**config.mk**
```make
export PLATFORM = sky130hd
export DESIGN_NAME = owned_block_buffer_policy_unit
export DESIGN_NICKNAME = d
export VERILOG_FILES = /design/src/obbp_pkg.sv /design/src/obbp_select.sv /design/src/owned_block_buffer_policy_unit.sv
export SDC_FILE = /design/constraint.sdc
export NUM_CORES = 1
export LEC_CHECK = 0
export ABC_AREA = 0
export BUFFER_PORTS_ARGS = -buffer_cell sky130_fd_sc_hd__buf_2
export CAP_MARGIN = 20
export CELL_PAD_IN_SITES_DETAIL_PLACEMENT = 1
export CELL_PAD_IN_SITES_GLOBAL_PLACEMENT = 1
export CORE_ASPECT_RATIO = 0.6
export CORE_MARGIN = 4
export CORE_UTILIZATION = 50
export CTS_BUF_LIST = sky130_fd_sc_hd__clkbuf_8
export DETAILED_ROUTE_END_ITERATION = 6
export HOLD_SLACK_MARGIN = 0.06
export PLACE_DENSITY_LB_ADDON = 0.1
export SYNTH_ARGS = -nofsm -noshare
export SYNTH_HDL_FRONTEND = slang
export SYNTH_HIERARCHICAL = 1
export SYNTH_SLANG_ARGS = --single-unit
```
**constraint.sdc**
```tcl
create_clock -name clk_i -period 4.5 [get_ports clk_i]
set_input_delay 0.225 -clock clk_i [delete_from_list [all_inputs] [get_ports clk_i]]
set_output_delay 0.225 -clock clk_i [all_outputs]
set_load 0.03 [all_outputs]
```
**src/obbp_pkg.sv**
```systemverilog
`timescale 1ns / 1ps
`default_nettype none

package obbp_pkg;

  typedef enum logic {
    ACT_ACQUIRE    = 1'b0,
    ACT_INVALIDATE = 1'b1
  } obbp_action_e;

  typedef struct packed {
    obbp_action_e action;
    logic [31:0]  owner_id;
    logic [31:0]  block_number;
  } obbp_req_t;

  typedef struct packed {
    logic [2:0] buffer_index;
    logic       need_load;
    logic       was_evicted;
    logic [3:0] cleared_count;
  } obbp_res_t;

  // acquire decision flags
  typedef struct packed {
    logic owned_hit;
    logic free_hit;
    logic evict;
    logic load;
  } obbp_pick_t;

  localparam logic [31:0] FREE_OWNER = 32'd0;
  localparam logic [3:0]  CLEAR_SAT  = 4'd15;

endpackage

`default_nettype wire

```
**src/obbp_select.sv**
```systemverilog
`timescale 1ns / 1ps
`default_nettype none

module obbp_select import obbp_pkg::*; #(
  parameter int BUFFER_COUNT = 8,
  parameter int IDX_W        = 3
) (
  input  obbp_req_t         req_i,
  input  logic [31:0]       owner_tbl_i [BUFFER_COUNT],
  input  logic [31:0]       addr_tbl_i  [BUFFER_COUNT],
  input  logic [IDX_W-1:0]  victim_i,
  output obbp_pick_t        pick_o,
  output logic [IDX_W-1:0]  idx_o,
  output logic [IDX_W-1:0]  victim_next_o,
  output logic [BUFFER_COUNT-1:0] addr_match_o,
  output logic [3:0]        cleared_count_o
);

  localparam int CNT_W = $clog2(BUFFER_COUNT + 1);

  logic [BUFFER_COUNT-1:0] own_match;
  logic [BUFFER_COUNT-1:0] free_match;
  logic [IDX_W-1:0]        own_idx;
  logic [IDX_W-1:0]        free_idx;
  logic [CNT_W-1:0]        cnt;
  logic [CNT_W+3:0]        cnt_ext;
  logic [BUFFER_COUNT-1:0] hit_sel;

  function automatic logic [IDX_W-1:0] lowest(input logic [BUFFER_COUNT-1:0] v);
    logic [IDX_W-1:0] r;
    r = '0;
    for (int i = BUFFER_COUNT - 1; i >= 0; i--) begin
      if (v[i]) begin
        r = IDX_W'(i);
      end
    end
    return r;
  endfunction

  always_comb begin
    for (int i = 0; i < BUFFER_COUNT; i++) begin
      own_match[i]    = (owner_tbl_i[i] == req_i.owner_id);
      free_match[i]   = (owner_tbl_i[i] == FREE_OWNER);
      addr_match_o[i] = (addr_tbl_i[i] == req_i.block_number);
    end
    own_idx  = lowest(own_match);
    free_idx = lowest(free_match);

    if (victim_i == IDX_W'(BUFFER_COUNT - 1)) begin
      victim_next_o = '0;
    end else begin
      victim_next_o = victim_i + 1'b1;
    end

    pick_o.owned_hit = |own_match;
    pick_o.free_hit  = !pick_o.owned_hit && (|free_match);
    pick_o.evict     = !pick_o.owned_hit && !(|free_match);

    if (pick_o.owned_hit) begin
      idx_o = own_idx;
    end else if (pick_o.free_hit) begin
      idx_o = free_idx;
    end else begin
      idx_o = victim_next_o;
    end

    // address mismatch of the owned entry; claimed entries start at zero
    for (int i = 0; i < BUFFER_COUNT; i++) begin
      hit_sel[i] = (idx_o == IDX_W'(i)) && !addr_match_o[i];
    end
    if (pick_o.owned_hit) begin
      pick_o.load = |hit_sel;
    end else begin
      pick_o.load = (req_i.block_number != 32'd0);
    end

    cnt = '0;
    for (int i = 0; i < BUFFER_COUNT; i++) begin
      cnt = cnt + CNT_W'(addr_match_o[i]);
    end
    cnt_ext = {4'd0, cnt};
    if (cnt_ext > (CNT_W + 4)'(CLEAR_SAT)) begin
      cleared_count_o = CLEAR_SAT;
    end else begin
      cleared_count_o = cnt_ext[3:0];
    end
  end

endmodule

`default_nettype wire

```
**src/owned_block_buffer_policy_unit.sv**
```systemverilog
// channel  | ports                    | handshake
// ---------+--------------------------+---------------------------------
// request  | start_i, busy_o, req_i   | taken when start_i && !busy_o
// result   | done_o, res_o            | valid for one cycle on done_o
//
// An item is taken in any cycle; busy_o stays low.
// Its result goes through the input register, then lookup and table update
// into the result register, from which it is on the ports. Items follow back
// to back.
// Reset clears owners, addresses, victim pointer and valid flags at once.
// The receiver cannot stall; each result is shown for exactly one cycle.
`timescale 1ns / 1ps
`default_nettype none

module owned_block_buffer_policy_unit import obbp_pkg::*; #(
  parameter int BUFFER_COUNT = 8
) (
  input  logic      clk_i,
  input  logic      rst_ni,
  input  logic      start_i,
  output logic      busy_o,
  input  obbp_req_t req_i,
  output logic      done_o,
  output obbp_res_t res_o
);

  localparam int IDX_W = (BUFFER_COUNT > 1) ? $clog2(BUFFER_COUNT) : 1;

  logic                    req_valid_q;
  obbp_req_t               req_q;
  logic [31:0]             owner_q [BUFFER_COUNT];
  logic [31:0]             addr_q  [BUFFER_COUNT];
  logic [IDX_W-1:0]        victim_q;
  logic                    done_q;
  obbp_res_t               res_q;

  obbp_pick_t              pick;
  logic [IDX_W-1:0]        idx;
  logic [IDX_W-1:0]        victim_next;
  logic [BUFFER_COUNT-1:0] addr_match;
  logic [3:0]              cleared_count;
  logic [IDX_W+2:0]        idx_ext;
  logic                    is_inval;
  obbp_res_t               res_d;

  assign busy_o = 1'b0;

  always_ff @(posedge clk_i or negedge rst_ni) begin
    if (!rst_ni) begin
      req_valid_q <= 1'b0;
    end else begin
      req_valid_q <= start_i && !busy_o;
    end
  end

  always_ff @(posedge clk_i) begin
    if (start_i && !busy_o) begin
      req_q <= req_i;
    end
  end

  obbp_select #(
    .BUFFER_COUNT(BUFFER_COUNT),
    .IDX_W       (IDX_W)
  ) u_select (
    .req_i          (req_q),
    .owner_tbl_i    (owner_q),
    .addr_tbl_i     (addr_q),
    .victim_i       (victim_q),
    .pick_o         (pick),
    .idx_o          (idx),
    .victim_next_o  (victim_next),
    .addr_match_o   (addr_match),
    .cleared_count_o(cleared_count)
  );

  assign is_inval = (req_q.action == ACT_INVALIDATE);
  assign idx_ext  = {3'd0, idx};

  always_comb begin
    if (is_inval) begin
      res_d.buffer_index  = 3'd0;
      res_d.need_load     = 1'b0;
      res_d.was_evicted   = 1'b0;
      res_d.cleared_count = cleared_count;
    end else begin
      res_d.buffer_index  = idx_ext[2:0];
      res_d.need_load     = pick.load;
      res_d.was_evicted   = pick.evict;
      res_d.cleared_count = 4'd0;
    end
  end

  always_ff @(posedge clk_i or negedge rst_ni) begin
    if (!rst_ni) begin
      for (int i = 0; i < BUFFER_COUNT; i++) begin
        owner_q[i] <= FREE_OWNER;
        addr_q[i]  <= 32'd0;
      end
      victim_q <= '0;
      done_q   <= 1'b0;
    end else begin
      done_q <= req_valid_q;
      if (req_valid_q) begin
        if (is_inval) begin
          for (int i = 0; i < BUFFER_COUNT; i++) begin
            if (addr_match[i]) begin
              addr_q[i] <= 32'd0;
            end
          end
        end else begin
          for (int i = 0; i < BUFFER_COUNT; i++) begin
            if (idx == IDX_W'(i)) begin
              addr_q[i] <= req_q.block_number;
              if (!pick.owned_hit) begin
                owner_q[i] <= req_q.owner_id;
              end
            end
          end
          if (pick.evict) begin
            victim_q <= victim_next;
          end
        end
      end
    end
  end

  always_ff @(posedge clk_i) begin
    if (req_valid_q) begin
      res_q <= res_d;
    end
  end

  assign done_o = done_q;
  assign res_o  = res_q;

`ifndef SYNTHESIS
  logic [IDX_W+2:0] victim_ext;
  assign victim_ext = {3'd0, victim_q};

  a_done_follows_req: assert property (@(posedge clk_i) disable iff (!rst_ni)
    done_q |-> $past(req_valid_q))
    else $error("result without a registered item");

  a_evict_uses_victim: assert property (@(posedge clk_i) disable iff (!rst_ni)
    (done_q && res_q.was_evicted) |-> (res_q.buffer_index == victim_ext[2:0]))
    else $error("evicted buffer differs from victim pointer");

  a_inval_clean: assert property (@(posedge clk_i) disable iff (!rst_ni)
    (done_q && res_q.cleared_count != 4'd0) |->
      (res_q.buffer_index == 3'd0 && !res_q.need_load && !res_q.was_evicted))
    else $error("invalidate result carries acquire fields");

  a_victim_moves_on_evict: assert property (@(posedge clk_i) disable iff (!rst_ni)
    (req_valid_q && !is_inval && !pick.evict) |=> $stable(victim_q))
    else $error("victim pointer moved without eviction");
`endif

endmodule

`default_nettype wire
```
==> results.sh, run 1 <==
export IMPL_period_needed_ns=4.56
export IMPL_worst_r2r_endpoint="res_o[1]"
export IMPL_met1_usage=0.580
export IMPL_clock_fmax_ghz=0.219
export IMPL_tritoncts="done"
export IMPL_die_y_um=202
export IMPL_leakagePower_nw=14.5
export IMPL_r2r_slack_ns=-0.06
export IMPL_syn2layout_area_growth_pct=17.5
export IMPL_yosysWarnings=6
export IMPL_clock_path_buffers=3
export IMPL_pwr_density_cell_nw_per_um2=608
export IMPL_track_usage=0.353
export IMPL_critPathMaxStageDelay_ns=0.62
export IMPL_gp_congestion=0.977
export IMPL_rsz0062_at_grt="false"
export IMPL_worst_path_max_fanout=6
export IMPL_p_switching_w=0.00864
export IMPL_rows=70
export IMPL_io_pins=79
export IMPL_cts_buffers=93
export IMPL_worstPathRequired_ns=4.99
export IMPL_die_w_um=331
export IMPL_vias=23400
export IMPL_syn_num_nets=2582
export IMPL_syn_area_um2=31300
export IMPL_cp_num_cells=14
export IMPL_htreeDepth=3
export IMPL_vias_per_cell=6.39
export IMPL_fin_cells=3653
export IMPL_antenna_found_initial=10
export IMPL_wl_mm=118
export IMPL_clk_pin_slew_ns=0.06
export IMPL_dr_pass1_iters=5
export IMPL_nets=2828
export IMPL_crit_family="adder cells"
export IMPL_placed_area_um2=34100
export IMPL_setup_tns_ns=-0.111
export IMPL_finalSetupViolations=2
export IMPL_core_um2=61500
export IMPL_r2r_start="req_q[5]"
export IMPL_fillCellCount=6111
export IMPL_postLayoutCellArea_um2=36800
export IMPL_clock_latency_ns=0.74
export IMPL_grt_use_met3=0.134
export IMPL_final_util=0.599
export IMPL_fin_crit_sh=1.01
export IMPL_dieArea_um2=66900
export IMPL_dp_cells=3410
export IMPL_startpoint_type="register"
export IMPL_final_hold_viol_count=0
export IMPL_peakVddDrop_mv=0.335
export IMPL_initial_core_util=0.510
export IMPL_slew_headroom=0.234
export IMPL_final_setup_skew_ns=0.0312
export IMPL_r2r_cells=14
export IMPL_p_seq_frac=0.413
export IMPL_timing_critical_path_arrival_ns=5.04
export IMPL_wl_per_cell_um=32.4
export IMPL_portBuffers=77
export IMPL_maxSlewViolCount=0
export IMPL_synthCells=2505
export IMPL_critPathBufInv=5
export IMPL_p_int_w=0.0137
export IMPL_grt_max_degree=123
export IMPL_p_total_w=0.0224
export IMPL_critPathLaunch="req_q[5]"
export IMPL_drc=0
export IMPL_cap_violations=0
export IMPL_combPwrFrac=0.377
export IMPL_met2_usage=0.434
export IMPL_crit_path_top_delay_cell="fa_1"
export IMPL_drive_gt1_frac=0.259
export IMPL_top_usage_layer="met1"
export IMPL_violations="negative setup slack"
export IMPL_synth_avg_cell_area_um2=12.5
export IMPL_grt_pass1_vias=23500
export IMPL_grt_pass1_wl_mm=172
export IMPL_finalWorstSetupSlack_ns=-0.0560
export IMPL_crit_path_cell_trace="buf_4 > xnor2_1 > nand4_1 > nor4_1 > buf_4 > nand2_1 > fa_1 > inv_1 > fa_1 > ha_1 > inv_1 > fa_1 > inv_1 > and2_1"
export IMPL_worst_pin_slew_ns=1.14
export IMPL_p_clk_frac=0.210
export IMPL_path_class="reg2reg"
export IMPL_crit_end="res_o[1]"
export IMPL_end_kind="register"
export IMPL_min_delay_path_class="in2async"
export IMPL_dp_hpwl_mm=84.3
export IMPL_outcome="complete, but fails checks"
export IMPL_ant_nets=0
export IMPL_clock_sinks=591
export IMPL_sw_frac_of_total=0.386
export IMPL_overflow=0
export IMPL_drt_initial_drc_count=2703
export IMPL_clockRootBuffer="clkbuf_8"
sequential cells by signal (all words and copies together) (netlist names):
name         count
owner_q        256
req_q           64
res_o            9
is_inval         1
done_o           1
req_valid_q      1
addr_q         256
victim_q         3
cell type report:
type / count / area, um2 / area share
Antenna cell: 1 / 2.50 / 0.0000680
Clock buffer: 119 / 1640 / 0.0445
Clock inverter: 49 / 216 / 0.00588
Inverter: 14 / 52.6 / 0.00143
Multi-Input combinational cell: 1682 / 15200 / 0.414
Sequential cell: 591 / 15200 / 0.412
Tap cell: 828 / 1040 / 0.0282
Timing Repair Buffer: 369 / 3460 / 0.0940
power by group through the flow:
stage          combinational (W)  clock [W]  sequential, W
2_1_floorplan            0.00547          0        0.00857
3_5_place_dp             0.00810          0        0.00923
6_report                 0.00844    0.00471        0.00924
5_1_grt                  0.00890    0.00506        0.00944
4_1_cts                  0.00821    0.00478        0.00917
3_3_place_gp             0.00783          0        0.00911
per-stage QoR:
stage | worst slack, ns | hold WS (ns)
floorplan | 0.729 | -0.0706
global placement | -0.133 | 0.330
detailed placement | -0.114 | 0.331
CTS | 0.0611 | 0.101
global route | 0.000778 | 0.139
finish | -0.0560 | 0.110
cell usage in the layout (no fill, tap or decap), types with 16 or more instances in the layout:
cell type	count
and3b_1	29
edfxtp_1	74
buf_4	170
mux2_2	245
clkbuf_8	119
xnor2_1	183
dfrtp_1	516
nor4_1	160
dlygate4sd3_1	67
o2bb2ai_1	255
xor2_1	317
nand2_1	16
buf_12	56
nand4_1	86
buf_2	75
nor2_1	22
inv_1	48
mux2i_1	261
metal layers:
| metal | share of wire | routed length [um] |
|---|---|---|
| met4 | 0.013 | 1580 |
| met2 | 0.37 | 43800 |
| met5 | 0 | 0 |
| met1 | 0.48 | 56800 |
| met3 | 0.14 | 16100 |
worst min-delay path by stage:
stage                      start      endpoint  depth (start not counted)
after CTS                 rst_ni  owner_q[170]                          2
after detailed placement  rst_ni  owner_q[170]                          1
final                     rst_ni  owner_q[170]                          2
after global placement    rst_ni  owner_q[169]                          1
after global routing      rst_ni  owner_q[170]                          2
after floorplan           rst_ni     addr_q[0]                          0
repair_timing:
item,in CTS,in global routing
buffers inserted,0,7
resized for setup,4,11
hold endpoints to repair,184,0
pin swaps,0,1
hold buffers,67,0
endpoints found under the setup margin,2,3
No activity file was read; power rests on OpenSTA's default activity.
==> inputs of run 2 (changes only) <==
--- a/config.mk
+++ b/config.mk
@@ -16,7 +16,7 @@
 export CTS_BUF_LIST = sky130_fd_sc_hd__clkbuf_8
 export DETAILED_ROUTE_END_ITERATION = 6
 export HOLD_SLACK_MARGIN = 0.06
-export PLACE_DENSITY_LB_ADDON = 0.1
+export PLACE_DENSITY_LB_ADDON = 0.2
 export SYNTH_ARGS = -nofsm -noshare
 export SYNTH_HDL_FRONTEND = slang
 export SYNTH_HIERARCHICAL = 1
==> run 2 against run 1 <==
  * The run ends with design-rule violations left
  * Clock-buffer cell count up 8
  * Clock skew increased by 0.012 ns
  * Hold slack improved by 0.049 ns
  * First-iteration DRC count is 3.0% lower
  * Total power grew 0.43%
  * Critical path depth rose by 1
==> results.sh, run 2 (same netlist as run 1, synthesis figures left out) <==
export IMPL_wl_mm=116
export IMPL_tritoncts="done"
export IMPL_layout_common_cells="516 x dfrtp_1, 319 x xor2_1, 261 x mux2i_1, 255 x o2bb2ai_1, 245 x mux2_2"
export IMPL_r2r_slack_ns=0.09
export IMPL_finalSetupViolations=0
export IMPL_grt_pass1_wl_mm=169
export IMPL_violations="design-rule violations"
export IMPL_reg_largest_list="addr_q (256), owner_q (256), req_q (64)"
export IMPL_min_delay_path_class="in2async"
export IMPL_outcome="complete, but fails checks"
export IMPL_wl_per_cell_um=31.9
export IMPL_worstPathRequired_ns=5.07
export IMPL_clockRootBuffer="clkbuf_8"
export IMPL_vias_per_cell=6.39
export IMPL_dieArea_um2=66900
export IMPL_nets=2818
export IMPL_pwr_density_cell_nw_per_um2=610
export IMPL_end_kind="register"
export IMPL_top_usage_layer="met1"
export IMPL_grt_pass1_vias=23900
export IMPL_antenna_found_initial=2
export IMPL_cts_buffers=92
export IMPL_leakagePower_nw=14.5
export IMPL_clock_path_buffers=3
export IMPL_r2r_cells=15
export IMPL_slew_headroom=0.302
export IMPL_r2r_start="req_q[52]"
export IMPL_peakVddDrop_mv=0.340
export IMPL_rsz0062_at_grt="false"
export IMPL_clock_sinks=591
export IMPL_worst_r2r_endpoint="addr_q[71]"
export IMPL_drive_gt1_frac=0.255
export IMPL_die_w_um=331
export IMPL_htreeDepth=3
export IMPL_path_class="reg2reg"
export IMPL_initial_core_util=0.510
export IMPL_drt_initial_drc_count=2622
export IMPL_worst_pin_slew_ns=1.05
export IMPL_core_um2=61500
export IMPL_rows=70
export IMPL_grt_max_degree=106
export IMPL_dp_hpwl_mm=82.1
export IMPL_die_y_um=202
export IMPL_timing_critical_path_arrival_ns=4.98
export IMPL_io_pins=79
export IMPL_overflow=0
export IMPL_dr_pass1_iters=7
export IMPL_vias=23300
export IMPL_met2_usage=0.437
export IMPL_fin_crit_sh=0.980
export IMPL_grt_use_met3=0.131
export IMPL_syn2layout_area_growth_pct=17.6
export IMPL_ant_nets=0
export IMPL_met1_usage=0.555
export IMPL_final_setup_skew_ns=0.0430
export IMPL_drc=1
export IMPL_track_usage=0.346
export IMPL_worst_path_max_fanout=16
export IMPL_final_hold_viol_count=0
export IMPL_final_common_cell="dfrtp_1"
export IMPL_gp_congestion=0.974
export IMPL_fillCellCount=6059
export IMPL_startpoint_type="register"
export IMPL_clock_latency_ns=0.75
export IMPL_clk_pin_slew_ns=0.07
export IMPL_final_util=0.599
export IMPL_period_needed_ns=4.41
export IMPL_portBuffers=77
export IMPL_setup_tns_ns=0
export IMPL_clock_fmax_ghz=0.227
export IMPL_cap_violations=0
export IMPL_maxSlewViolCount=0
-- run 2: cell count changes in the layout (fill, tap and decap cells not counted), sizes merged --
cell      before  now
clkinv        12    9
clkbuf       119  127
inv           51   46
buf          302  293
bufinv         0    1
clkinvlp       0    2
-- run 2: where the power goes --
group,switching [W],internal (W),leakage [nW]
Clock,0.00234,0.00256,1.12
Sequential,0.00208,0.00719,6.23
Combinational,0.00415,0.00415,7.10
Total,0.00858,0.0139,14.5
-- run 2: how the worst max path moves through the flow --
stage              start    endpoint  slack [ns]  cells past startpoint
2_1_floorplan  req_q[29]    res_o[2]        0.73                     15
3_3_place_gp   req_q[30]    res_o[1]        0.09                     14
3_5_place_dp    req_q[3]    res_o[1]        0.06                     14
4_1_cts         req_q[3]    res_o[1]        0.07                     14
5_1_grt        req_q[19]    res_o[1]       0.003                     16
6_report       req_q[52]  addr_q[71]        0.09                     15
-- run 2: critical path, stage by stage, from the launching register on --
cell       delay (ns)
edfxtp_1         0.70
buf_4            0.29
buf_4            0.16
xor2_1           0.15
nor4_1           0.40
nand4_1          0.38
nor2_1           0.19
a211o_1          0.17
a31oi_4          0.11
a2bb2oi_4        0.17
inv_1            0.34
nor4bb_4         0.37
buf_4            0.22
buf_12           0.21
mux2i_1          0.23
o2bb2ai_1        0.11
-- run 2: metal layers --
| metal | part of all wire | wire length (um) |
|---|---|---|
| met1 | 0.48 | 55300 |
| met2 | 0.38 | 44000 |
| met3 | 0.13 | 15100 |
| met4 | 0.017 | 1930 |
| met5 | 0 | 0 |
-- run 2: final cells by class --
class,instances,area (um2),share of cell area
well taps,828,1040,0.0281
repair buffers,360,3470,0.0941
diodes,1,2.50,0.0000679
flip-flops and latches,591,15200,0.411
clock buffers,127,1750,0.0474
inverters,14,52.6,0.00143
multi-input cells,1682,15200,0.411
clock inverters,44,216,0.00588
-- run 2: repair_timing --
action	CTS	global route
hold buffers	67	0
setup buffers	0	11
endpoints found under the setup margin	0	136
hold endpoints to repair	192	0
gates resized for setup	0	4
-- run 2: stage by stage --
step	hold WS (ns)	std cells	cell area, um2	total power, W	worst slack [ns]
floorplan	-0.0706	2505	31300	0.0140	0.729
global placement	0.351	3397	34100	0.0168	0.0904
detailed placement	0.359	3397	34100	0.0173	0.0558
CTS	0.147	3635	36700	0.0223	0.0682
global route	0.172	3646	36800	0.0235	0.00284
finish	0.159	3647	36800	0.0225	0.0893
